**config.mk**
```make
export PLATFORM = sky130hd
export DESIGN_NAME = hbpe_pack
export DESIGN_NICKNAME = d
export VERILOG_FILES = /design/src/hw/rtl/hbpe_pkg.sv /design/src/hw/rtl/hbpe_pack.sv
export SDC_FILE = /design/constraint.sdc
export NUM_CORES = 1
export LEC_CHECK = 0
export ABC_AREA = 1
export BUFFER_PORTS_ARGS = -buffer_cell sky130_fd_sc_hd__buf_4
export CAP_MARGIN = 20
export CORE_UTILIZATION = 50
export DETAILED_ROUTE_END_ITERATION = 16
export PLACE_DENSITY = 0.72
export SLEW_MARGIN = 10
export SYNTH_ARGS = -nofsm -noshare
export SYNTH_HDL_FRONTEND = slang
export SYNTH_SLANG_ARGS = --single-unit
```
**constraint.sdc**
```tcl
create_clock -name clk -period 3.86 [get_ports clk]
set_clock_uncertainty 0.05 [all_clocks]
set_input_delay 0.386 -clock clk [delete_from_list [all_inputs] [get_ports clk]]
set_output_delay 0.386 -clock clk [all_outputs]
set_load 0.05 [all_outputs]
```
**src/hw/rtl/hbpe_pkg.sv**
```systemverilog
// ---------------------------------------------------------------------------
// hbpe_pkg
// shared constants, opcodes and stage types of the huffman bit packer
// ---------------------------------------------------------------------------
package hbpe_pkg;

  localparam int SYMBOLS      = 256;
  localparam int MAX_CODE_LEN = 32;

  localparam int SYM_W  = (SYMBOLS > 1) ? $clog2(SYMBOLS) : 1;
  localparam int CODE_W = 32;
  localparam int LEN_W  = 6;
  localparam int ACC_W  = 40;
  localparam int PEND_W = 4;
  localparam int TOT_W  = 32;
  localparam int BYTE_W = 8;
  localparam int NUM_BYTES = 4;
  localparam int OUT_W  = NUM_BYTES * BYTE_W;
  localparam int CNT_W  = 3;
  localparam int VB_W   = 4;
  localparam int CAP_LEN = (MAX_CODE_LEN < CODE_W) ? MAX_CODE_LEN : CODE_W;

  typedef enum logic [1:0] {
    OP_LOAD   = 2'd0,
    OP_ENCODE = 2'd1,
    OP_FLUSH  = 2'd2
  } op_t;

  // item in flight between table read and packer
  typedef struct packed {
    logic              valid;
    logic              flush;
    logic [LEN_W-1:0]  len;
    logic [CODE_W-1:0] word;
  } item_t;

  // group of result beats handed to the output buffer
  typedef struct packed {
    logic [OUT_W-1:0] bytes;
    logic [CNT_W-1:0] cnt;
    logic [VB_W-1:0]  vbits;
    logic             last;
    logic [TOT_W-1:0] total;
  } group_t;

endpackage

```
**src/hw/rtl/hbpe_pack.sv**
```systemverilog
// ---------------------------------------------------------------------------
// hbpe_pack
// bit accumulator: appends a code, splits off full bytes, handles flush
// ---------------------------------------------------------------------------
module hbpe_pack
  import hbpe_pkg::*;
(
  input  logic    clk,
  input  logic    rst,
  input  item_t   item,
  input  logic    out_free,
  output logic    hold,
  output logic    push,
  output group_t  grp
);

  logic [BYTE_W-1:0] acc;
  logic [PEND_W-1:0] pend;
  logic [TOT_W-1:0]  total;

  logic [ACC_W-1:0]  comb;
  logic [LEN_W-1:0]  t;
  logic [CNT_W-1:0]  nb;
  logic [LEN_W-1:0]  r;
  logic [LEN_W-1:0]  sh;
  logic [ACC_W-1:0]  aligned;
  logic [BYTE_W:0]   mask_wide;
  logic [BYTE_W-1:0] acc_next;
  logic [TOT_W-1:0]  total_next;
  logic [BYTE_W-1:0] flush_byte;
  logic              need;
  logic              go;

  always_comb begin
    comb       = (ACC_W'(acc) << item.len) | ACC_W'(item.word);
    t          = LEN_W'(pend) + item.len;
    nb         = (t > LEN_W'(8)) ? CNT_W'((t - LEN_W'(1)) >> 3) : CNT_W'(0);
    r          = t - {nb, 3'b000};
    sh         = LEN_W'(ACC_W) - t;
    aligned    = comb << sh;
    mask_wide  = ((BYTE_W+1)'(1) << r[PEND_W-1:0]) - (BYTE_W+1)'(1);
    acc_next   = comb[BYTE_W-1:0] & mask_wide[BYTE_W-1:0];
    total_next = total + TOT_W'(item.len);
    flush_byte = BYTE_W'(acc << (PEND_W'(8) - pend));

    need = item.valid && (item.flush || (nb != CNT_W'(0)));
    go   = !need || out_free;
    hold = item.valid && !go;
    push = need && out_free;

    if (item.flush) begin
      grp.bytes = {flush_byte, (OUT_W-BYTE_W)'(0)};
      grp.cnt   = CNT_W'(1);
      grp.vbits = VB_W'(pend);
      grp.last  = 1'b1;
      grp.total = total;
    end else begin
      grp.bytes = aligned[ACC_W-1 -: OUT_W];
      grp.cnt   = nb;
      grp.vbits = VB_W'(BYTE_W);
      grp.last  = 1'b0;
      grp.total = total_next;
    end
  end

  always_ff @(posedge clk) begin
    if (rst) begin
      acc   <= '0;
      pend  <= '0;
      total <= '0;
    end else if (item.valid && go) begin
      if (item.flush) begin
        acc   <= '0;
        pend  <= '0;
        total <= '0;
      end else begin
        acc   <= acc_next;
        pend  <= r[PEND_W-1:0];
        total <= total_next;
      end
    end
  end

endmodule

```
# Yosys cells after proc, flatten, opt, wreduce, memory -nomap -nowiden
# Index checks and enable logic that the tools add are counted.
# word_totals
ff_bits	44
input_bits	43
output_inout_bits	74
wordCells	31
# classes
n_addsub	7
order_cmp	1
shift	4
n_mux	5
n_bitwise	2
n_reduce_logical	9
# op_table
operator	n
2-to-1 mux 72 bit	1
OR 40 x 32 -> 40 bit	1
<< shifter 40 x 6 -> 40 bit	1
<< shifter 8 x 6 -> 40 bit	1
adder 32 x 6 -> 32 bit	1
2-to-1 mux 32 bit	1
AND 8 bit	1
2-to-1 mux 8 bit	1
<< shifter 1 x 4 -> 8 bit (first input constant)	1
<< shifter 8 x 4 -> 8 bit	1
subtractor 8 x 2 -> 8 bit (second input constant)	1
adder 4 x 6 -> 6 bit	1
> comparator 6 x 4 -> 1 bit (second input constant)	1
subtractor 6 x 1 -> 6 bit (second input constant)	1
subtractor 6 bit (first input constant)	1
logical AND 1 bit	4
2-to-1 mux 4 bit	1
subtractor 4 bit	1
subtractor 4 bit (first input constant)	1
2-to-1 mux 3 bit	1
nonzero test 3 bit	1
logical NOT 1 bit	2
logical OR 1 bit	2

# Logic depth before layout (Yosys ltp)
# Gate-level depths: netlist (run 1).
# depth
word_depth	10
ltp_mapped	21
depth_no_buf	19

# Worst setup path before layout (run 1)
# Ideal clock, no wire load.
# synth_path
path_type	input-to-output
from	input item[32] (netlist name)
to	output grp[45] (netlist name)
t_arrival_ps	3645
required_time_ps	3424
setup_slack_ps	-221
path_stages	14
path_buffers	3
cell_sequence	ha_1 clkbuf_1 inv_2 clkbuf_1 ha_1 inv_1 nor2_1 nand3b_1 nand2_1 nand2_2 inv_2 nor2_2 clkbuf_2 a21boi_0
# synth_rtl
item	line	rtl
start: declaration	hbpe_pack.sv:10	input item_t item,
end: declaration	hbpe_pack.sv:14	output group_t grp

==> impl_metrics.env, run 1 <==
export IMPL_status="completed"
export IMPL_dieArea_sq_um=14530
export IMPL_cts_tree="done"
export IMPL_dp_cells=1601
export IMPL_cp_max_fo=8
export IMPL_ys_flop_type="dfxtp_1"
export IMPL_seq_area_frac_synth_pct=12.54
export IMPL_final_common_cell="nand3_1"
export IMPL_globalplace_congestion=0.9979
export IMPL_clock_sinks=44
export IMPL_track_usage_pct=37.78
export IMPL_cp_slowest_cell="fa_1"
export IMPL_cts_buffer_depth=2
export IMPL_synth_cells=1356
export IMPL_first_pass_iters=6
export IMPL_critPathTopFamily="adder cells"
export IMPL_crit_required_ps=3420
export IMPL_core_sq_um=13450
export IMPL_synth_area_sq_um=7027
export IMPL_instances_no_fill=1609
export IMPL_hp_class="input pin to flop"
export IMPL_max_slew_margin_pct=31.27
export IMPL_drt_iter0_markers=1360
export IMPL_ioPinCount=117
export IMPL_maxCapViolCount=0
export IMPL_holdBufCountCts=0
export IMPL_drc=0
export IMPL_slew_violations=0
export IMPL_p_leak_uw=0.004024
export IMPL_die_h_um=120.5
export IMPL_period_share_pct=95.92
export IMPL_grt_pass1_wl_um=43590
export IMPL_nNetsFinal=1495
export IMPL_num_rows=42
export IMPL_worstPathArrival_ps=3270
export IMPL_area_growth_pct=17.54
export IMPL_clockRootBuffer="clkbuf_16"
export IMPL_path_cells="ha_1 -> fa_1 -> inv_1 -> ha_1 -> inv_1 -> nor2_2 -> nand3b_1 -> inv_1 -> nand2_1 -> nand2_2 -> buf_4 -> nor2_1 -> inv_1 -> o21ai_0 -> buf_4"
export IMPL_worst_setup_path_start_kind="flop"
export IMPL_path_clk_slew_ps=70
export IMPL_fillers=1459
export IMPL_cp_slowest_stage_delay_ps=490
export IMPL_placed_cell_area_sq_um=8090
export IMPL_viasPerCell=6.134
export IMPL_setup_tns_ps=0
export IMPL_diodes=0
export IMPL_drive_gt1_share_pct=12.07
export IMPL_synth_edf_count=0
export IMPL_grt_pass1_vias=8417
export IMPL_overflow=0
export IMPL_avgSynthCellArea_sq_um=5.182
export IMPL_powerDensity_nw_per_um2=435.9
export IMPL_initial_utilization_pct=52.23
export IMPL_synth_seq_cells=44
export IMPL_antenna_left=0
export IMPL_final_area_sq_um=8259
export IMPL_synthesis_nets=1419
export IMPL_path_class="flop to primary output"
export IMPL_crit_path_frequent_cell="inv_1"
export IMPL_setup_worst_path_end_class="primary output"
export IMPL_grt_max_degree=49
export IMPL_fin_crit_ps=3702
export IMPL_clk_latency_ps=300
export IMPL_ys_warnings_count=0
export IMPL_crit_buf_inv=6
export IMPL_async_reset_ff_share_pct=0
export IMPL_setup_viol=0
export IMPL_antenna_found_initial=0
export IMPL_dp_hpwl_um=21400
export IMPL_worstMarginPinSlew_ps=1030
export IMPL_maxClockFrequency_ghz=0.2701
export IMPL_hold_viol=0
export IMPL_cts_htree_levels=2
export IMPL_vias=9869
export IMPL_wl_per_cell_um=17.09
export IMPL_power_uw=3600
export IMPL_cts_buffers=5
export IMPL_drt_wl_total_um=27500
export IMPL_die_w_um=120.5
export IMPL_numPortBuffers=116
export IMPL_ir_drop_mv=0.3443
export IMPL_final_cell_mix="nand3_1 (396), nand2_1 (341), buf_4 (137)"
export IMPL_yosysUniqueCellTypes=43
==> routing by layer <==
metal / GRT usage, % / wire length, um
met1: 58.32 / 12890
met2: 53.77 / 11080
met3: 6.368 / 3062
met4: 7.870 / 471
met5: 0 / 0
==> report_power, final <==
| group | total [uW] | internal, uW | switching [uW] |
|---|---|---|---|
| Clock | 451 | 259 | 192 |
| Combinational | 2620 | 790 | 1830 |
| Sequential | 530 | 489 | 41.3 |
==> sequential cells by signal, summed over array words and instances (netlist names) <==
signal and flops:
acc 8, total 32, pend 4
==> through the flow <==
step | setup WS, ps | util [%] | hold slack [ps]
CTS | 17.17 | 61.23 | 282.5
detailed placement | 223.3 | 60.14 | 439.4
global placement | 247.6 | 60.14 | 428.0
floorplan | -220.8 | - | 405.1
finish | 157.7 | 61.39 | 285.2
global route | -3.350 | 61.39 | 281.4
==> layout make-up <==
cell class                      count  area (sq um)  share of cell area, %
Clock buffer                        8         146.4                  1.772
Sequential cell                    44         880.8                  10.67
Multi-Input combinational cell   1114          5388                  65.23
Tap cell                          176         220.2                  2.666
Timing Repair Buffer              144          1160                  14.04
Inverter                          123         464.2                  5.620
==> final timing paths <==
kind | startpoint | endpoint | slack, ps | depth (start not counted)
max reg2reg | pend[0] | acc[6] | 720 | 16
max | pend[0] | grp[54] | 160 | 15
min | rst | total[30] | 290 | 2
min reg2reg | total[31] | total[31] | 450 | 2
==> kinds of logic (layout without fill, tap and decap cells) <==
| family | Yosys count | after routing | share of synthesized area, % |
|---|---|---|---|
| flip-flops | 44 | 44 | 12.54 |
| multiplexers | 1 | 1 | 0.1425 |
| XOR/XNOR | 6 | 6 | 0.7479 |
| buffers and inverters | 198 | 275 | 11.20 |
| AO/OA/AOI/OAI | 172 | 172 | 13.14 |
| AND/OR/NAND/NOR | 915 | 915 | 58.46 |
| adder cells (fa/ha/maj) | 20 | 20 | 3.775 |
==> Yosys cell counts, types with 4 or more instances <==
library cell  instances  area (sq um)
o31ai_1               4         30.03
clkbuf_1             47         176.4
nor2_1              106         397.9
a21oi_1              66         330.3
inv_2                 7         26.28
o21ai_0              73         365.4
o211ai_1              5         37.54
and3_1                4         25.02
nand3_1             396          1982
dfxtp_1              44         880.8
buf_1                12         45.04
a31oi_1               5         31.28
ha_1                 18         225.2
nand2_1             342          1284
inv_1               112         420.4
nor3_1               13         65.06
xor2_1                4         35.03
nand4_1              35         219.0
nor4_1                4         25.02
o21ai_1               9         45.04
buf_2                11         55.05
o21bai_1              4         30.03
==> timing repair <==
item                                    CTS  global route
endpoints found under the setup margin    0            29
gates resized for setup                   0             6
setup buffers                             0             0
(Power assumes the default switching activity.)
==> run 2, diff against run 1 <==
CORE_MARGIN = 5   (was unset)
==> run 2 against run 1 <==
Compared with the run above:
- register-to-register slack worse by 130 ps
- largest cell class unchanged
- sequential share of layout area about the same
- flip-flop and latch count unchanged
- power down 1.3%
- worst setup slack better by 51 ps
- via count down 1.4%
- final area down 0.20%
- global-route usage down 4.9 points
- core utilization down 1.8 points
- die area up 14%
- routed wire length up 0.90%
- sequential power about the same
==> impl_metrics.env, run 2 (synthesized netlist as in run 1, its figures left out) <==
export IMPL_fillers=1433
export IMPL_numPortBuffers=116
export IMPL_drt_iter0_markers=1191
export IMPL_power_uw=3553
export IMPL_ir_drop_mv=0.1907
export IMPL_layout_top_registers="total: 32 flops, acc: 8 flops, pend: 4 flops"
export IMPL_wl_per_cell_um=17.19
export IMPL_ioPinCount=117
export IMPL_powerDensity_nw_per_um2=431.1
export IMPL_r2r_cells=15
export IMPL_p_leak_uw=0.004005
export IMPL_clockRootBuffer="clkbuf_16"
export IMPL_cp_max_fo=24
export IMPL_clk_latency_ps=290
export IMPL_dieArea_sq_um=16520
export IMPL_setup_worst_path_end_class="primary output"
export IMPL_final_area_sq_um=8243
export IMPL_clock_sinks=44
export IMPL_internal_power_uw=1515
export IMPL_cts_tree="done"
export IMPL_worstMarginPinSlew_ps=1092
export IMPL_final_util_pct=59.61
export IMPL_nNetsFinal=1497
export IMPL_track_usage_pct=32.92
export IMPL_instances_no_fill=1614
export IMPL_timing_hold_ws_ps=278.7
export IMPL_final_cell_mix="nand3_1 (396), nand2_1 (342), buf_4 (140)"
export IMPL_die_w_um=128.5
export IMPL_num_rows=43
export IMPL_maxClockFrequency_ghz=0.2739
export IMPL_vias=9726
export IMPL_dp_hpwl_um=22050
export IMPL_core_sq_um=13830
export IMPL_globalplace_congestion=1.030
export IMPL_viasPerCell=6.026
export IMPL_switching_share_pct=57.37
export IMPL_drc=0
export IMPL_antenna_found_initial=0
export IMPL_area_growth_pct=17.31
export IMPL_worst_setup_path_start_kind="flop"
export IMPL_grt_pass1_vias=8734
export IMPL_cts_htree_levels=2
export IMPL_power_frac_seq_pct=14.9
export IMPL_overflow=0
export IMPL_hp_class="input pin to flop"
export IMPL_worstPathArrival_ps=3220
export IMPL_whs_path_depth=2
export IMPL_hold_viol=0
export IMPL_max_slew_margin_pct=27.10
export IMPL_first_pass_iters=6
export IMPL_path_class="flop to primary output"
export IMPL_crit_required_ps=3420
export IMPL_cts_buffer_depth=2
export IMPL_period_share_pct=94.59
export IMPL_antenna_left=0
export IMPL_power_switching_uw=2039
export IMPL_grt_pass1_wl_um=44080
export IMPL_final_common_cell="nand3_1"
export IMPL_dp_cells=1606
export IMPL_regMostFlops="total"
export IMPL_slew_violations=0
export IMPL_cts_buffers=5
export IMPL_setup_viol=0
export IMPL_maxCapViolCount=0
export IMPL_largest_reg_flops=32
export IMPL_drive_gt1_share_pct=12.41
export IMPL_grt_max_degree=48
export IMPL_status="completed"
export IMPL_initial_utilization_pct=50.82
export IMPL_die_h_um=128.5
export IMPL_pwr_share_comb_pct=73.0
export IMPL_path_clk_slew_ps=70
export IMPL_p_clk_share_pct=12.1
export IMPL_drt_wl_total_um=27740
export IMPL_fin_crit_ps=3651
export IMPL_placed_cell_area_sq_um=8078
export IMPL_diodes=0
==> run 2: per-stage QoR <==
| stage | setup WS, ps | TNS [ps] |
|---|---|---|
| floorplan | -220.8 | -701.7 |
| global placement | 281.2 | 0 |
| detailed placement | 244.1 | 0 |
| CTS | 173.0 | 0 |
| global route | -1.643 | -1.643 |
| finish | 209.0 | 0 |
==> run 2: final cells by class <==
| cell class | instances | area (sq um) | share of cell area, % |
|---|---|---|---|
| Clock buffer | 5 | 125.1 | 1.518 |
| Clock inverter | 2 | 12.51 | 0.1518 |
| Inverter | 123 | 466.7 | 5.662 |
| Multi-Input combinational cell | 1114 | 5379 | 65.25 |
| Sequential cell | 44 | 880.8 | 10.69 |
| Tap cell | 180 | 225.2 | 2.732 |
| Timing Repair Buffer | 146 | 1154 | 14.00 |
==> run 2: power by group through the flow <==
stage / Clock, uW / Sequential (uW) / Combinational, uW
final: 430 / 528 / 2600
after global routing: 469 / 533 / 2810
after CTS: 441 / 526 / 2540
after detailed placement: 0 / 537 / 2530
after global placement: 0 / 536 / 2530
after floorplan: 0 / 525 / 1810
==> run 2: per-layer routing <==
| layer | up-vias | share of wire [%] | GRT usage, % |
|---|---|---|---|
| met2 | 521 | 48 | 56.97 |
| li1 | 4755 | - | - |
| met3 | 106 | 8.5 | 3.570 |
| met5 | - | 0 | 0 |
| met1 | 4344 | 39 | 40.90 |
| met4 | 0 | 5.3 | 15.38 |
==> run 2: path summary, 6_finish.rpt <==
check / from / to / slack (ps)
worst max-delay path: pend[0] / grp[66] / 210
worst min-delay path: rst / total[1] / 280
worst max register to register: pend[0] / acc[1] / 590
worst min register to register: total[31] / total[31] / 450
==> run 2: critical path, stage by stage, from the launching register on <==
cell	delay, ps
dfxtp_1	350
ha_2	220
fa_2	460
ha_1	480
buf_4	330
buf_4	210
nand3_1	110
nand3_1	130
nand3_1	70
nand3_1	130
nand3_1	130
nand2_1	110
buf_4	200
==> run 2: repair_timing <==
| action | in CTS | in global routing |
|---|---|---|
| endpoints found under the setup margin | 0 | 17 |
| hold buffers | 0 | 0 |
| hold endpoints to repair | 0 | 0 |
| buffers inserted | 0 | 1 |
| gates resized for setup | 0 | 8 |
==> run 3, diff against run 2 <==
ABC_AREA = unset   (was 1)
==> run 3 against run 2 <==
Compared with the run above:
- largest cell class unchanged
- highest routed layer unchanged
- the run now ends with negative setup slack left
- largest power group unchanged
- power fell by 17%
- global-route usage increased by 0.18 points
- synthesized area is 9.6% higher
- worst hold slack better by 150 ps
- worst setup slack got worse by 260 ps
- clock power rose by 3%
==> impl_metrics.env, run 3 <==
export IMPL_ys_flop_type="dfxtp_1"
export IMPL_synth_seq_cells=44
export IMPL_synth_fa_ha_area_share_pct=3.445
export IMPL_synthSimpleGateAreaFrac_pct=25.85
export IMPL_r2r_cells=12
export IMPL_final_common_cell="buf_4"
export IMPL_grt_pass1_vias=8779
export IMPL_highest_layer="met4"
export IMPL_cts_htree_levels=2
export IMPL_worstHoldEndpoint="total[0]"
export IMPL_numPortBuffers=116
export IMPL_num_rows=45
export IMPL_worstPathArrival_ps=3470
export IMPL_finalWorstSetupSlack_ps=-50.48
export IMPL_hold_viol=0
export IMPL_vias=9620
export IMPL_muxShareOfSynthArea_pct=16.02
export IMPL_rr_startpoint="pend[3]"
export IMPL_path_class="flop to primary output"
export IMPL_status="finished with violations"
export IMPL_fillers=1355
export IMPL_synth_xor_area_share_pct=4.550
export IMPL_power_uw=2948
export IMPL_layout_top_registers="total: 32 flops, acc: 8 flops, pend: 4 flops"
export IMPL_met2_length_um=14050
export IMPL_worst_setup_path_start_kind="flop"
export IMPL_cp_slowest_stage_delay_ps=530
export IMPL_synth_cells=1059
export IMPL_setup_viol=1
export IMPL_avgSynthCellArea_sq_um=7.271
export IMPL_ioPinCount=117
export IMPL_grt_max_degree=49
export IMPL_clk_latency_ps=290
export IMPL_maxClockFrequency_ghz=0.2557
export IMPL_instances_no_fill=1421
export IMPL_antenna_found_initial=0
export IMPL_worstMarginPinSlew_ps=780.2
export IMPL_max_slew_margin_pct=47.50
export IMPL_cts_buffers=5
export IMPL_seqCellArea_sq_um=887.1
export IMPL_synth_top_family_by_area="compound AO/OA/AOI/OAI gates"
export IMPL_die_h_um=134.1
export IMPL_overflow=0
export IMPL_clockRootBuffer="clkbuf_16"
export IMPL_synth_commonest_cells="nor2_1 (106), nand2_1 (100), a21oi_1 (68), clkbuf_1 (58), nand3_1 (51)"
export IMPL_dr_wl_met3_um=3138
export IMPL_largest_reg_flops=32
export IMPL_async_reset_ff_share_pct=0
export IMPL_hold_start="total[0]"
export IMPL_synth_area_leaders="dfxtp_1 (11%), mux4_2 (5.3%), nor2_1 (5.2%)"
export IMPL_synth_edf_count=0
export IMPL_dieArea_sq_um=17980
export IMPL_setup_worst_path_end_class="primary output"
export IMPL_period_share_pct=101.3
export IMPL_area_growth_pct=33.52
export IMPL_wl_per_cell_um=21.92
export IMPL_clock_sinks=44
export IMPL_hp_class="flop to flop"
export IMPL_drc=0
export IMPL_fin_crit_ps=3910
export IMPL_drt_wl_total_um=31160
export IMPL_maxCapViolCount=0
export IMPL_cp_slowest_cell="mux4_2"
export IMPL_multiInputGateArea_sq_um=6775
export IMPL_viasPerCell=6.770
export IMPL_regMostFlops="total"
export IMPL_crit_required_ps=3420
export IMPL_drt_iter0_markers=1198
export IMPL_r2r_slack_ps=470
export IMPL_synth_compound_area_share_pct=32.09
export IMPL_nNetsFinal=1295
export IMPL_path_clk_slew_ps=70
export IMPL_seq_area_frac_synth_pct=11.44
export IMPL_p_leak_uw=0.004136
export IMPL_dp_cells=1404
export IMPL_core_sq_um=15150
export IMPL_ys_warnings_count=0
export IMPL_grt_pass1_wl_um=48330
export IMPL_slew_violations=0
export IMPL_synth_area_sq_um=7700
export IMPL_final_cell_mix="buf_4 (234), nor2_1 (101), nand2_1 (99)"
export IMPL_yosysUniqueCellTypes=93
export IMPL_timing_rr_end="acc[2]"
export IMPL_powerDensity_nw_per_um2=286.7
export IMPL_cts_buffer_depth=2
export IMPL_whs_path_depth=2
export IMPL_synthesis_nets=1122
export IMPL_crit_path_frequent_cell="ha_4"
export IMPL_diodes=0
export IMPL_grt_setup_unrepaired="yes"
export IMPL_synth_top_area_share_pct=11.44
export IMPL_drive_gt1_share_pct=34.14
export IMPL_initial_utilization_pct=50.84
export IMPL_dp_hpwl_um=23890
export IMPL_holdBufCountCts=0
export IMPL_cts_tree="done"
export IMPL_die_w_um=134.1
export IMPL_ir_drop_mv=0.1547
export IMPL_track_usage_pct=33.10
export IMPL_first_pass_iters=6
export IMPL_antenna_left=0
export IMPL_violations="negative setup slack"
export IMPL_synth_top_area_cell="dfxtp_1"
export IMPL_path_cells="ha_4 -> fa_2 -> ha_4 -> buf_4 -> or3_1 -> o41ai_2 -> or2_1 -> mux4_2 -> mux2_4 -> a21oi_2 -> o31a_1 -> buf_6"
export IMPL_globalplace_congestion=1.009
export IMPL_yosys_cell_count_top_type="nor2_1"
export IMPL_cp_max_fo=4
export IMPL_met1_length_um=13400
[run 3: cell types whose count changed after synthesis, moves of 25 or more]
cell,before,now
inv_1,112,17
mux2i_1,1,39
nand2_1,342,100
nand4_1,35,10
nand3_1,396,51
mux2_2,0,26
o21ai_0,73,44
a211oi_1,0,25
[run 3: cell families (layout without fill, tap and decap cells)]
group / count (synthesis) / in the layout
XOR/XNOR: 40 / 40
buffers and inverters: 117 / 291
AO/OA/AOI/OAI: 346 / 346
adder cells (fa/ha/maj): 20 / 20
multiplexers: 91 / 91
AND/OR/NAND/NOR: 401 / 401
flip-flops: 44 / 44
[run 3: layer usage]
metal,GRT usage (%),up-vias
met3,7.652,54
li1,-,4428
met1,47.13,4603
met4,7.919,0
met5,0,-
met2,50.90,535
[run 3: how the worst max path moves through the flow]
stage,startpoint,endpoint,cells after the start
2_1_floorplan,item[32],grp[55],11
3_3_place_gp,item[32],grp[58],14
3_5_place_dp,item[32],grp[58],14
4_1_cts,pend[0],grp[67],12
5_1_grt,pend[0],grp[56],12
6_report,pend[0],grp[56],12
[run 3: report_power, final]
part / total, uW / switching, uW / internal (uW)
logic: 2030 / 1210 / 826
clock network: 442 / 184 / 258
registers: 473 / 11.4 / 461
total: 2950 / 1400 / 1550
[run 3: worst max-delay path: cells and delay by family (launching register included)]
kind / cells / cell delay (ps)
AO/OA/AOI/OAI: 3 / 370
adder cells (fa/ha/maj): 3 / 950
buffers and inverters: 2 / 310
flip-flops: 1 / 360
multiplexers: 2 / 830
AND/OR/NAND/NOR: 2 / 370
[run 3: repair_timing]
action                                  4_1_cts  5_1_grt
endpoints found under the setup margin       20       35
pin swaps                                     5       10
gates resized for setup                      15       72
cloned                                        0        0
buffers inserted                              6        4
[run 3: layout make-up]
class                      instances  area share, %
inverter                          22         0.9858
multi-input combinational        898          65.90
timing repair buffer             261          20.70
sequential                        44          8.628
tap                              188          2.288
clock inverter                     2         0.1460
clock buffer                       6          1.351
[run 3: metrics by stage]
step	util (%)	TNS (ps)	hold slack, ps	instance area, sq um	setup slack, ps
floorplan	-	-106.9	399.6	7956	-84.36
global placement	63.76	-7.195	410.5	9657	-7.195
detailed placement	63.76	-18.51	422.3	9657	-18.51
CTS	65.49	0	431.7	9920	0.07572
global route	67.88	-419.3	450.0	10280	-124.3
finish	67.88	-50.48	429.1	10280	-50.48
