## config.mk

```make
export PLATFORM = sky130hd
export DESIGN_NAME = hbpe_out
export DESIGN_NICKNAME = d
export VERILOG_FILES = /design/src/hw/rtl/hbpe_pkg.sv /design/src/hw/rtl/hbpe_out.sv
export SDC_FILE = /design/constraint.sdc
export NUM_CORES = 1
export LEC_CHECK = 0
export BUFFER_PORTS_ARGS = -buffer_cell sky130_fd_sc_hd__buf_4
export CORE_MARGIN = 1
export CORE_UTILIZATION = 50
export DETAILED_ROUTE_END_ITERATION = 10
export GPL_TIMING_DRIVEN = 0
export PLACE_DENSITY_LB_ADDON = 0.12
export SETUP_SLACK_MARGIN = 0.4
export SLEW_MARGIN = 20
export SYNTH_ARGS = -nofsm -noshare
export SYNTH_HDL_FRONTEND = slang
export SYNTH_SLANG_ARGS = --single-unit
export TNS_END_PERCENT = 5
```

## constraint.sdc

```tcl
create_clock -name clk -period 4.5 [get_ports clk]
set_input_delay 0 -clock clk [delete_from_list [all_inputs] [get_ports clk]]
set_output_delay 0 -clock clk [all_outputs]
set_load 0.01 [all_outputs]
```

## src/hw/rtl/hbpe_pkg.sv

```systemverilog
// ---------------------------------------------------------------------------
// hbpe_pkg
// shared constants, opcodes and stage types of the huffman bit packer
// ---------------------------------------------------------------------------
package hbpe_pkg;

  localparam int SYMBOLS      = 256;
  localparam int MAX_CODE_LEN = 32;

  localparam int SYM_W  = (SYMBOLS > 1) ? $clog2(SYMBOLS) : 1;
  localparam int CODE_W = 32;
  localparam int LEN_W  = 6;
  localparam int ACC_W  = 40;
  localparam int PEND_W = 4;
  localparam int TOT_W  = 32;
  localparam int BYTE_W = 8;
  localparam int NUM_BYTES = 4;
  localparam int OUT_W  = NUM_BYTES * BYTE_W;
  localparam int CNT_W  = 3;
  localparam int VB_W   = 4;
  localparam int CAP_LEN = (MAX_CODE_LEN < CODE_W) ? MAX_CODE_LEN : CODE_W;

  typedef enum logic [1:0] {
    OP_LOAD   = 2'd0,
    OP_ENCODE = 2'd1,
    OP_FLUSH  = 2'd2
  } op_t;

  // item in flight between table read and packer
  typedef struct packed {
    logic              valid;
    logic              flush;
    logic [LEN_W-1:0]  len;
    logic [CODE_W-1:0] word;
  } item_t;

  // group of result beats handed to the output buffer
  typedef struct packed {
    logic [OUT_W-1:0] bytes;
    logic [CNT_W-1:0] cnt;
    logic [VB_W-1:0]  vbits;
    logic             last;
    logic [TOT_W-1:0] total;
  } group_t;

endpackage

```

## src/hw/rtl/hbpe_out.sv

```systemverilog
// ---------------------------------------------------------------------------
// hbpe_out
// result buffer: holds one group and sends it a byte per beat
// ---------------------------------------------------------------------------
module hbpe_out
  import hbpe_pkg::*;
(
  input  logic               clk,
  input  logic               rst,
  input  logic               push,
  input  group_t             grp,
  input  logic               stall,
  output logic               valid,
  output logic               out_free,
  output logic [BYTE_W-1:0]  out_byte,
  output logic [VB_W-1:0]    valid_bits,
  output logic               last,
  output logic [TOT_W-1:0]   total_bits
);

  logic [OUT_W-1:0] data;
  logic [CNT_W-1:0] cnt;
  logic             taken;

  assign taken      = valid && !stall;
  assign out_free   = !valid || (taken && (cnt == CNT_W'(1)));
  assign out_byte   = data[OUT_W-1 -: BYTE_W];

  always_ff @(posedge clk) begin
    if (rst) begin
      valid <= 1'b0;
      cnt   <= '0;
    end else if (push) begin
      valid <= 1'b1;
      cnt   <= grp.cnt;
    end else if (taken) begin
      valid <= (cnt != CNT_W'(1));
      cnt   <= cnt - CNT_W'(1);
    end
  end

  // payload needs no reset
  always_ff @(posedge clk) begin
    if (push) begin
      data       <= grp.bytes;
      valid_bits <= grp.vbits;
      last       <= grp.last;
      total_bits <= grp.total;
    end else if (taken) begin
      data <= data << BYTE_W;
    end
  end

endmodule

```

* Word-level counts from Yosys, hierarchy flattened
Cells that the tools add are included.
** Cells by class
- Add/sub/neg operators :: 1
- Equal/unequal tests :: 2
- Multiplexer cells :: 6
- Reductions and logical operators :: 6
** Operator list (count)
- $mux 32 :: 2
- $mux 3 :: 2
- $eq 3x1->1 const B :: 1
- $ne 3x1->1 const B :: 1
- $sub 3x1->3 const B :: 1
- $logic_and 1x1->1 :: 2
- $logic_not 1->1 :: 2
- $mux 1 :: 2
- $reduce_bool 2->1 :: 1
- $logic_or 1x1->1 :: 1
** Word-level totals
- Register bits :: 73
- Bits of input ports :: 76
- Output and inout port bits :: 47

* Depth between registers and ports, before layout
Gate-level depths: netlist of the first run.
- Word-level depth :: 4
- Mapped depth :: 5
- Depth with buffers taken out :: 5

* Worst setup path after synthesis of the first run
OpenSTA, ideal clock, no wires.
- Path kind :: register to register
- From :: reg valid
- To :: reg data[0], enable pin
- Library setup time :: 390 ps
- Arrival time :: 1361 ps
- Required time :: 4110 ps
- Slack :: 2749 ps
- Cell stages (with the launch flop) :: 3
- Path buffers :: 0
- Cell sequence :: dfxtp_1 > nor2b_4 > or2_1
** Between the ends
- Cells in the longest elaborated chain, start to end :: 2
** Ends and longest elaborated chain
- start: declaration :: RTL line hbpe_out.sv:13 : output logic valid,
- start signal: assignment :: RTL line hbpe_out.sv:37 : valid <= (cnt != CNT_W'(1));
- $logic_and 1x1->1 :: RTL line hbpe_out.sv:25 : assign taken = valid && !stall;
- $reduce_bool 2->1 (no line)
- end signal: assignment :: RTL line hbpe_out.sv:45 : data <= grp.bytes;
- end signal: assignment :: RTL line hbpe_out.sv:50 : data <= data << BYTE_W;
- end: declaration :: RTL line hbpe_out.sv:21 : logic [OUT_W-1:0] data;
No other way between the ends.
A chain may end at the register's enable or synchronous reset.

* Worst setup path after layout of the first run
- From :: reg valid
- To :: reg cnt[0]
** Between the ends
- Cells in the longest elaborated chain, start to end :: 2
** Ends and longest elaborated chain
- $logic_and 1x1->1 :: RTL line hbpe_out.sv:25
- $reduce_bool 2->1 (no line)
- end signal: assignment :: RTL line hbpe_out.sv:35 : cnt <= grp.cnt;
- end signal: assignment :: RTL line hbpe_out.sv:38 : cnt <= cnt - CNT_W'(1);
- end: declaration :: RTL line hbpe_out.sv:22 : logic [CNT_W-1:0] cnt;
No other way between the ends.

==> summary.txt, run 1 <==
Floorplan
  – # rows: 26
  – Full die area: 5900 um^2
  – Starting Density: about 53%
  – I/O pin count: 123
  – Die height: 76.8 um
  – DIE WIDTH: between 70 and 80 um
  – Core Region: 5240 um^2

Route
  – Post-route ant nets: 0
  – DR DRC count: 0
  – Drt pass-1 iters: 4
  – Total number of vias: 2012
  – Vias per cell: 4.80
  – Avg WL per Cell: 18.8 um
  – DRT iter0 DRCs: 81
  – DRT Wirelength: around 8000 um

Pwr
  – Pint: roughly 1.2 mW
  – Sw Share: 23.6%
  – Peak VDD IR: 0.233 mV
  – Sequential share of power: 54.2%
  – Net Sw Power: 0.361 mW
  – Pwr dens: 327 nW/um^2
  – Leak: roughly 2.0 nW
  – Clock network power share: 28.5%
  – Comb pwr share: 17.3%

Setup path
  – Worst Path Class, Setup: register to register
  – Worst r2r path cells: 4
  – Worst-path cell chain: nor2b_4 > xnor2_1 > a211oi_2 > dlygate4sd3_1
  – Worst path max stage delay: 0.58 ns
  – WP data required: 4.79 ns
  – Slowest stage cell, crit path: dlygate4sd3_1
  – Startpoint class of the critical path: register
  – R2r setup slk: 2.80 ns
  – CP Capture Type: register
  – Crit path max-delay family: buffers and inverters
  – CP Buf/Inv Count: 1
  – Reg2reg start: valid
  – Reg2reg end: cnt[0]
  – Worst Path Max Fanout: 5
  – Worst EP arrival: 1.98 ns

Hold path
  – Endpoint, Worst Hold: valid
  – Hold path startpoint: stall
  – Hold path depth: 3
  – Hold WC Path Type: primary input to register

Yosys
  – Yosys warns: 0
  – Synth top cells by count: 69 x edfxtp_1, 20 x mux2_4, 9 x buf_4, 8 x and2_1
  – Synth Register Bits: 73
  – Sequential element share of the synthesized area: 77.0%
  – Top cell type's share of synthesized area: about 74%
  – Post-synth top area cell: edfxtp_1
  – Top cells by area, synth: edfxtp_1 74%, mux2_4 11%, dfxtp_1 2.9%
  – Ys flop type: edfxtp_1
  – Number of flops mapped to enable cells by yosys: 69
  – Top-count cell post-synth: edfxtp_1
  – Mapped Area: roughly 2800 um^2
  – Syn_nets: 216
  – Async SR Flop Fraction: 0%
  – Number of library cell types mapped by synthesis: 22
  – Syn Area/Cell: 20.3 um^2
  – Mapped Cells: 138

Clock network
  – CTS tree: built
  – Total CTS buffers: 9
  – Root Buffer: clkbuf_8
  – Htree depth: 3
  – Worst-case clock buffer depth: 2
  – Clock Latency Late Sink: 0.34 ns
  – Clock slew seen by the registers of the worst setup and hold paths: about 0.080 ns
  – CTS resizes: 0
  – Clock Sinks: 73

Timing
  – Setup slack after layout: approximately 2.8 ns
  – Final setup violation count: 0
  – Setup TNS: 0 ns
  – Max-slew violations: 0
  – Setup Skew: 0.0131 ns
  – Worst-margin pin slew: 0.730 ns
  – Slew headroom: 51.3%
  – Final period utilization: 37.8%
  – Post-route minimum period: 1.70 ns
  – F_max: roughly 590 MHz
  – Hold Vio Cnt, Final: 0
  – RSZ-0062 raised after global routing: no

Outcome
  – Status: finished clean

Finish
  – Share of layout cells above drive strength 1: around half
  – Area grow syn2layout: 67.6%
  – Design area: between 4000 and 5000 um^2
  – Post-layout nets: roughly 420

Global routing
  – First-pass GRT wire length: about 12000 um
  – Antenna violations before repair: 1
  – Largest net degree at the start of global routing: 39
  – Number of global-route vias before repair: ~2300
  – GRT Util Overall: 28.9%
  – Grt ovf: 0

Placed design
  – Post-place instance area: 3800 um^2
  – Post-Place Setup Slack: ~2.6 ns
  – Buffers on Ports: 122
  – Routability Congestion: 0.697
  – Post-detailed-placement half-perimeter wirelength: 3750 um

Run
  – Max cap viols: 0
metrics by stage:
stage | total power, mW | utilization [%] | hold WS (ns) | cells
4_1_cts | 1.50 | 89.4 | 0.0501 | 418
2_1_floorplan | 0.921 | - | 0.0646 | 138
3_3_place_gp | 1.03 | 72.6 | 0.179 | 330
6_report | 1.53 | 89.5 | 0.0687 | 419
5_1_grt | 1.57 | 89.5 | 0.102 | 419
3_5_place_dp | 1.04 | 72.6 | 0.179 | 330
cells in the final DEF, fill, tap and decap left out, types with 2 or more instances in the layout:
cell type	synthesis	final
clkbuf_8	0	9
a21oi_1	2	2
and2_1	8	8
ha_1	2	2
inv_1	3	3
mux2_4	20	20
nor2_1	2	2
clkbuf_1	0	2
mux2_1	4	4
dfxtp_1	4	4
buf_6	2	2
buf_4	9	131
clkinv_2	0	2
a211oi_2	2	2
edfxtp_1	69	69
nand3b_1	2	2
dlygate4sd3_1	0	73
power by group through the flow:
stage	sequential, mW	combinational, mW	clock (mW)
floorplan	0.852	0.0689	0
global placement	0.837	0.196	0
detailed placement	0.841	0.202	0
CTS	0.826	0.255	0.418
global route	0.834	0.279	0.461
finish	0.829	0.265	0.437
routing by layer:
metal / vias to the layer above / part of all wire (%) / GRT usage, %
met5: - / 0 / 0
met1: 985 / 34 / 29.1
met2: 86 / 59 / 56.2
met4: 0 / 2.6 / 12.9
li1: 922 / - / -
met3: 19 / 4.2 / 5.83
state kept, by name, indices dropped and copies added (netlist names):
name        cells
valid           1
cnt             3
total_bits     32
valid_bits      4
last            1
data           32
timing repair:
action,4_1_cts,5_1_grt
hold endpoints to repair,73,0
setup buffers,0,0
hold buffers,73,0
cells by family after synthesis:
logic type | count (synthesis) | synth area share [%]
adder cells (fa/ha/maj) | 2 | 0.895
AO/OA/AOI/OAI | 6 | 1.79
flip-flops | 73 | 77.0
AND/OR/NAND/NOR | 15 | 3.45
XOR/XNOR | 2 | 0.627
buffers and inverters | 16 | 3.94
multiplexers | 24 | 12.3
how the worst max path moves through the flow:
stage | cells after the start | end | slack, ns | startpoint
CTS | 2 | data[8] | 2.87 | valid
detailed placement | 4 | data[27] | 2.59 | push
floorplan | 2 | data[0] | 2.75 | valid
finish | 4 | cnt[0] | 2.80 | valid
global placement | 4 | data[27] | 2.24 | push
global route | 2 | data[29] | 2.79 | valid
final cells by class:
class	count	area (um^2)
Antenna cell	1	2.50
Buffer	12	95.1
Clock buffer	11	131
Clock inverter	4	21.3
Fill cell	199	552
Inverter	4	15.0
Multi-Input combinational cell	49	534
Sequential cell	73	2150
Tap cell	70	87.6
Timing Repair Buffer	195	1650
worst register-to-register path, delay by kind of cell, from the launching register on:
| family | cells | cell delay (ns) |
|---|---|---|
| AOI/OAI and AO/OA | 1 | 0.30 |
| xor gates and xnor gates | 1 | 0.12 |
| buffers and inverters | 1 | 0.58 |
| DFF | 1 | 0.44 |
| and+or+nand+nor | 1 | 0.21 |
(Power assumes the default switching activity.)
==> inputs of run 2 (changes only) <==
--- a/config.mk
+++ b/config.mk
@@ -5,9 +5,10 @@
 export SDC_FILE = /design/constraint.sdc
 export NUM_CORES = 1
 export LEC_CHECK = 0
+export ABC_AREA = 1
 export BUFFER_PORTS_ARGS = -buffer_cell sky130_fd_sc_hd__buf_4
 export CORE_MARGIN = 1
-export CORE_UTILIZATION = 50
+export CORE_UTILIZATION = 42
 export DETAILED_ROUTE_END_ITERATION = 10
 export GPL_TIMING_DRIVEN = 0
 export PLACE_DENSITY_LB_ADDON = 0.12
==> constraint.sdc (replaced) <==
create_clock -name clk -period 1.37 [get_ports clk]
set_input_delay 0 -clock clk [delete_from_list [all_inputs] [get_ports clk]]
set_output_delay 0 -clock clk [all_outputs]
set_load 0.01 [all_outputs]
==> run 2 against run 1 <==
  * Worst setup slack worse by 2.5 ns
  * Clock power grew to 3.7 times the previous value
  * Die area is 17% higher
  * Clock skew is 0.0055 ns lower
  * Total power grew to 3.4 times the previous value
  * Critical path depth is 1 higher
  * Register-to-register slack worse by 2.5 ns
  * Via count is 10% higher
  * Cell count is 19% higher
  * Design area is 1.7% higher
  * Critical endpoint is now out_free
==> summary.txt, run 2 <==
Timing
  – Final setup violation count: 0 (unchanged)
  – Slew headroom: 67.8% (+16 points)
  – F_max: 920 MHz
  – Worst Hold Slack: 0.0290 ns (-0.0398 ns)
  – Setup TNS: 0 ns (unchanged)
  – Max-slew violations: 0 (unchanged)
  – Setup Skew: 0.00761 ns (-0.00554 ns)
  – Final period utilization: approximately four fifths
  – Post-route minimum period: 1.09 ns
  – Hold Vio Cnt, Final: 0 (unchanged)
  – RSZ-0062 raised after global routing: yes
  – Worst-margin pin slew: 0.483 ns (-0.247 ns)

Setup path
  – Worst EP arrival: 1.09 ns (-0.89 ns)
  – Worst r2r path cells: 6 (+2)
  – Crit path depth: 5 (+1)
  – Crit. Startpoint: cnt[1]
  – WP data required: 1.37 ns (-3.42 ns)
  – Slowest stage cell, crit path: dfxtp_2
  – Startpoint class of the critical path: register
  – CP Buf/Inv Count: 2 (+1)
  – Reg2reg end: cnt[1]
  – Worst path max stage delay: 0.33 ns (-0.25 ns)
  – Critical Path Sink: out_free
  – Worst Path Max Fanout: 2 (-3)
  – Reg2reg start: cnt[1]
  – Worst Path Class, Setup: register to output port
  – Worst-path cell chain: inv_2 > ha_4 > nand3_2 > nand2_2 > buf_6
  – CP Capture Type: output port
  – R2r setup slk: 0.30 ns (-2.50 ns)
  – Crit path max-delay family: flip-flops

Finish
  – Share of layout cells above drive strength 1: 39.2% (-9.9 points)
  – Design area: 4770 um^2 (+1.7%)
  – Multi-input gate area: 493 um^2 (-7.7%)
  – Final-layout fill cell count: 426 (+110%)
  – Post-layout nets: 494 (+17%)
  – Largest regs: data x32, total_bits x32, valid_bits x4
  – Area grow syn2layout: 72.2%
  – Most common cell after layout, fill and taps aside: buf_4
  – Register area: 2160 um^2 (+0.17%)
  – Most frequent cells in the layout: 131 x buf_4, 86 x nand2_1, 72 x dlygate4sd3_1
  – Number of diodes: 0 (-1)

Clock network
  – Clock slew seen by the registers of the worst setup and hold paths: 0.07 ns (about the same)
  – Root Buffer: clkbuf_8
  – Worst-case clock buffer depth: 2 (unchanged)
  – Clock Sinks: 73 (unchanged)
  – Htree depth: 3 (unchanged)
  – Clock Latency Late Sink: 0.33 ns (about the same)
  – CTS tree: built
  – Total CTS buffers: 9 (unchanged)

Floorplan
  – DIE WIDTH: 83.2 um (+8.3%)
  – Starting Density: 43.6% (-9.8 points)
  – Full die area: 6920 um^2 (+17%)
  – I/O pin count: 123 (unchanged)
  – Core Region: 6350 um^2 (+21%)
  – Die height: 83.2 um (+8.3%)
  – # rows: 29 (+12%)

Yosys
  – Sequential element share of the synthesized area: 77.8% (+0.80 points)
  – Post-synth top area cell: edfxtp_1
  – Mapped Cells: 209 (+51%)
  – Async SR Flop Fraction: 0% (unchanged)
  – Ys flop type: edfxtp_1
  – Syn Area/Cell: 13.2 um^2 (-35%)
  – Top cells by area, synth: edfxtp_1 75%, nand2_1 12%, dfxtp_1 2.9%
  – Syn_nets: 287 (+33%)
  – Number of library cell types mapped by synthesis: 16 (-27%)
  – Top cell type's share of synthesized area: 74.9% (+0.77 points)
  – Synth Register Bits: 73 (unchanged)
  – Number of flops mapped to enable cells by yosys: 69 (unchanged)
  – Yosys warns: 0 (unchanged)
  – Top-count cell post-synth: nand2_1
  – Synth top cells by count: 89 x nand2_1, 69 x edfxtp_1, 14 x inv_1, 8 x buf_4, 6 x nor2_1
  – Mapped Area: 2770 um^2 (-1.0%)

Pwr
  – Leak: 2.18 nW (+8.6%)
  – Sequential share of power: 52.6% (-1.6 points)
  – Peak VDD IR: 0.753 mV (+220%)
  – Comb pwr share: 16.3% (-1.0 points)
  – Sw Share: 22.6% (-0.98 points)
  – Clock network power share: 31.1% (+2.6 points)
  – Pwr dens: 1080 nW/um^2 (+230%)
  – Net Sw Power: 1.16 mW (+220%)
  – Pint: 3.99 mW (+240%)

Global routing
  – GRT Util Overall: 20.8% (-8.1 points)
  – Largest net degree at the start of global routing: 39 (unchanged)
  – Number of global-route vias before repair: 2286 (+1.3%)
  – Grt ovf: 0 (unchanged)
  – First-pass GRT wire length: 11000 um (-9.0%)
  – Antenna violations before repair: 0 (-1)

Route
  – DR DRC count: 0 (unchanged)
  – Uppermost layer routed: met4
  – Vias per cell: 4.46 (-7.0%)
  – DRT iter0 DRCs: 101 (+25%)
  – Met3 Wirelength: 264 um (-20%)
  – Post-route ant nets: 0 (unchanged)
  – Met1 WL: 2570 um (-4.1%)
  – Drt pass-1 iters: 4 (unchanged)
  – Avg WL per Cell: 13.4 um (-29%)
  – Total number of vias: 2223 (+10%)
  – DRT Wirelength: 6680 um (-15%)
  – Met2 routed WL: 3620 um (-22%)

Run
  – Max cap viols: 0 (unchanged)

Placed design
  – Post-detailed-placement half-perimeter wirelength: 3780 um (+0.76%)
  – Post-place instance area: 3800 um^2 (+0.13%)
  – Buffers on Ports: 122 (unchanged)
  – Routability Congestion: 0.757 (+8.6%)

Hold path
  – Hold WC Path Type: primary input to register

Outcome
  – Status: finished clean
## run 2: changes by cell type after synthesis, moves of 4 or more
cell	change
nor2_1	+4
mux2_4	-20
nand2_1	+88
and2_1	-8
mux2_1	-4
inv_1	+11
## run 2: layer usage
| metal | vias to the layer above | GRT usage [%] |
|---|---|---|
| li1 | 1099 | - |
| met4 | 0 | 10.7 |
| met5 | - | 0 |
| met3 | 19 | 3.78 |
| met2 | 76 | 38.4 |
| met1 | 1029 | 22.7 |
## run 2: tightest hold or removal path: cells and delay by family
kind	cells	cell delay [ns]
buf+inv	1	0.08
simple gates	1	0.16
compound gates	1	0.08
## run 2: cell families (layout without fill, tap and decap cells)
| family | after synthesis | in the layout | synth area share, % |
|---|---|---|---|
| simple gates | 99 | 99 | 14.0 |
| flops | 73 | 73 | 77.8 |
| buf+inv | 30 | 242 | 6.46 |
| compound gates | 5 | 5 | 0.904 |
| fa+ha+maj | 2 | 2 | 0.904 |
## run 2: repair_timing
item,CTS,global route
pin swaps,4,1
buffers inserted,1,1
hold buffers,72,0
endpoints found under the setup margin,56,64
resized for setup,11,0
endpoints found under the hold margin,73,0
## run 2: cell type report
class / count / share of cell area [%]
plain buffers: 15 / 2.52
inverters: 15 / 1.23
clock buffers: 10 / 2.68
flip-flops and latches: 73 / 45.2
repair buffers: 196 / 34.7
multi-input cells: 106 / 10.3
clock inverters: 6 / 1.23
well taps: 77 / 2.02
## run 2: power by group through the flow
stage | clock, mW | combinational, mW | sequential, mW
detailed placement | 0 | 0.644 | 2.75
global route | 1.73 | 0.908 | 2.73
floorplan | 0 | 0.203 | 2.80
CTS | 1.64 | 0.829 | 2.71
global placement | 0 | 0.634 | 2.75
finish | 1.60 | 0.840 | 2.71
## run 2: metrics by stage
stage	total power, mW	setup WS, ns	util [%]	instances
after global routing	5.37	0.236	75.1	498
after detailed placement	3.40	0.00370	59.9	408
after floorplan	3.00	0.397	-	209
final	5.15	0.283	75.1	498
after global placement	3.38	0.0544	59.9	408
after CTS	5.17	0.263	74.9	497
## run 2: worst min-delay path by stage
stage                 start     end  slack (ns)  cells after the start
floorplan               rst   valid        0.06                      1
global placement        rst   valid        0.17                      2
detailed placement      rst   valid        0.18                      2
CTS                 grp[37]  cnt[0]       0.008                      3
global route        grp[37]  cnt[0]        0.04                      3
finish              grp[37]  cnt[0]        0.03                      3
==> inputs of run 3 (changes only) <==
--- a/config.mk
+++ b/config.mk
@@ -5,7 +5,7 @@
 export SDC_FILE = /design/constraint.sdc
 export NUM_CORES = 1
 export LEC_CHECK = 0
-export ABC_AREA = 1
+export ABC_AREA = 0
 export BUFFER_PORTS_ARGS = -buffer_cell sky130_fd_sc_hd__buf_4
 export CORE_MARGIN = 1
 export CORE_UTILIZATION = 42
==> constraint.sdc (replaced) <==
create_clock -name clk -period 0.9 [get_ports clk]
set_input_delay 0 -clock clk [delete_from_list [all_inputs] [get_ports clk]]
set_output_delay 0 -clock clk [all_outputs]
set_load 0.01 [all_outputs]
==> run 3 against run 2 <==
  * The run now ends with negative hold slack, negative setup slack left
  * Clock power is 32% higher
  * Utilization is 7.4 points lower
  * Register-to-register slack worse by 0.54 ns
  * Critical path depth stayed put
  * Design area is 9.3% lower
  * Wire length is 20% lower
  * Die area is 1.0% higher
  * Critical endpoint unchanged
==> summary.txt, run 3 (synthesis gave the netlist of run 1 again) <==
Outcome
  – Status: complete, but fails checks
  – Failing checks: negative hold slack, negative setup slack

Clock network
  – Clock Latency Late Sink: 0.33 ns (about the same)
  – Clock slew seen by the registers of the worst setup and hold paths: 0.08 ns (about the same)
  – Total CTS buffers: 9 (unchanged)
  – Root Buffer: clkbuf_8
  – Htree depth: 3 (unchanged)
  – Clock Sinks: 73 (unchanged)
  – Worst-case clock buffer depth: 2 (unchanged)
  – CTS tree: built

Timing
  – Post-route minimum period: around 1.2 ns
  – Max-slew violations: 0 (unchanged)
  – Final period utilization: 136%
  – Final setup violation count: 47 (+47)
  – Hold Vio Cnt, Final: 73 (+73)
  – Worst-margin pin slew: 0.239 ns (-0.244 ns)
  – Slew headroom: 84.1% (+16 points)
  – RSZ-0062 raised after global routing: yes
  – Setup Skew: 0.00579 ns (-0.00181 ns)
  – F_max: slightly above 800 MHz
  – Setup slack after layout: -0.326 ns (-0.609 ns)
  – Worst Hold Slack: -0.167 ns (-0.196 ns)

Setup path
  – Worst Path Class, Setup: register to output port
  – R2r setup slk: -0.24 ns (-0.54 ns)
  – Most used cell, CP: inv_2
  – CP Capture Type: output port
  – Slowest stage cell, crit path: dfxtp_2
  – WP data required: 0.90 ns (-0.47 ns)
  – Worst Path Max Fanout: 2 (unchanged)
  – Worst-path cell chain: inv_2 > ha_4 > inv_2 > o31ai_4 > buf_6
  – Startpoint class of the critical path: register
  – Worst EP arrival: 1.23 ns (+0.14 ns)
  – Worst path max stage delay: 0.33 ns (about the same)

Global routing
  – Global routing usage on met1: 16.5% (-6.2 points)
  – GRT Util Overall: 16.2% (-4.6 points)
  – Number of global-route vias before repair: 1707 (-25%)
  – First-pass GRT wire length: 8290 um (-24%)
  – Largest net degree at the start of global routing: 39 (unchanged)
  – Grt ovf: 0 (unchanged)
  – Met2 GRT Util: 28.6% (-9.8 points)
  – Antenna violations before repair: 0 (unchanged)
  – Grt peak-use layer: met2
  – Met3 usage: 5.14% (+1.4 points)

Pwr
  – Pwr dens: 1730 nW/um^2 (+60%)
  – Net Sw Power: 1.66 mW (+42%)
  – Sequential share of power: 55.5% (+2.9 points)
  – Clock network power share: 28.3% (-2.8 points)
  – Leak: 1.84 nW (-16%)
  – Pint: 5.82 mW (+46%)
  – Overall power: 7.48 mW (+45%)
  – Comb pwr share: 16.2% (about the same)
  – Sw Share: 22.2% (-0.41 points)
  – Peak VDD IR: 1.18 mV (+57%)

Route
  – Drt pass-1 iters: 4 (unchanged)
  – DRT iter0 DRCs: 29 (-71%)
  – Post-route ant nets: 0 (unchanged)
  – Avg WL per Cell: 14.8 um (+10%)
  – DRT Wirelength: 5320 um (-20%)
  – Vias per cell: 4.52 (+1.3%)
  – Total number of vias: 1623 (-27%)
  – DR DRC count: 0 (unchanged)

Finish
  – Share of layout cells above drive strength 1: 68.4% (+29 points)
  – Number of diodes: 0 (unchanged)
  – Fin util: 67.7% (-7.4 points)
  – Most frequent cells in the layout: 83 x buf_4, 69 x edfxtp_1, 53 x buf_6
  – Area grow syn2layout: 54.6%
  – Post-layout nets: 356 (-28%)
  – Final-layout fill cell count: 456 (+7.0%)
  – Largest regs: data x32, total_bits x32, valid_bits x4
  – Most common cell after layout, fill and taps aside: buf_4
  – Design area: 4320 um^2 (-9.3%)

Floorplan
  – Die height: 83.6 um (+0.50%)
  – I/O pin count: 123 (unchanged)
  – # rows: 29 (unchanged)
  – DIE WIDTH: 83.6 um (+0.50%)
  – Core Region: 6390 um^2 (+0.57%)
  – Full die area: 6990 um^2 (+1.0%)
  – Starting Density: 43.8% (+0.20 points)

Placed design
  – Post-detailed-placement half-perimeter wirelength: 3530 um (-6.7%)
  – Post-Place Setup Slack: -0.819 ns (-0.823 ns)
  – Routability Congestion: 0.732 (-3.4%)
  – Post-place instance area: 3810 um^2 (+0.26%)
  – Buffers on Ports: 122 (unchanged)

Run
  – Max cap viols: 0 (unchanged)

Hold path
  – Hold WC Path Type: primary input to register
==> run 3: cell types whose count changed in the layout (fill, tap and decap cells not counted), sizes merged, moves of 4 or more <==
cell	delta
nor2	-4
inv	-11
and2	+8
dlygate4sd3	-72
nand2	-88
mux2	+24
==> run 3: final cells by class <==
type                    count  area (um^2)  share of cell area [%]
plain buffers              12          133                    3.07
clock buffers               9          124                    2.87
clock inverters             6         36.3                   0.839
inverters                   4         15.0                   0.347
multi-input cells          51          608                    14.1
flip-flops and latches     73         2160                    50.0
well taps                  77         96.3                    2.23
repair buffers            127         1150                    26.6
==> run 3: critical path, delay by kind of cell, from the launching register on <==
family	cells	cell delay [ns]
DFF	1	0.33
adders and majority gates	1	0.12
AOI/OAI and AO/OA	1	0.20
buffers and inverters	3	0.24
==> run 3: per-layer routing <==
metal | vias up | part of all wire (%)
met5 | - | 0
met4 | 0 | 2.3
met3 | 10 | 5.9
met2 | 67 | 55
met1 | 751 | 37
li1 | 795 | -
==> run 3: repair_timing <==
action	in CTS	in global routing
gates resized for setup	67	12
pin swaps	5	5
setup buffers	5	0
gates cloned	2	0
endpoints found under the setup margin	115	115
hold endpoints to repair	88	73
==> run 3: path summary, 6_finish.rpt <==
kind | endpoint | start | cells after the start
max | out_free | cnt[1] | 5
min | total_bits[27] | grp[27] | 1
max reg2reg | data[30] | valid | 3
min reg2reg | data[16] | data[8] | 1
==> run 3: power by group through the flow <==
stage	logic (mW)	registers (mW)	clock network, mW
3_3_place_gp	0.990	4.18	0
2_1_floorplan	0.348	4.26	0
5_1_grt	1.29	4.18	2.32
6_report	1.21	4.15	2.11
3_5_place_dp	1.01	4.19	0
4_1_cts	1.20	4.15	2.20
==> run 3: per-stage QoR <==
stage	setup TNS [ns]	std cells	hold WS, ns
global placement	-40.46	337	0.178
floorplan	-9.69	138	0.0594
finish	-8.31	359	-0.167
global route	-10.13	359	-0.190
detailed placement	-42.56	337	0.179
CTS	-8.54	359	-0.188
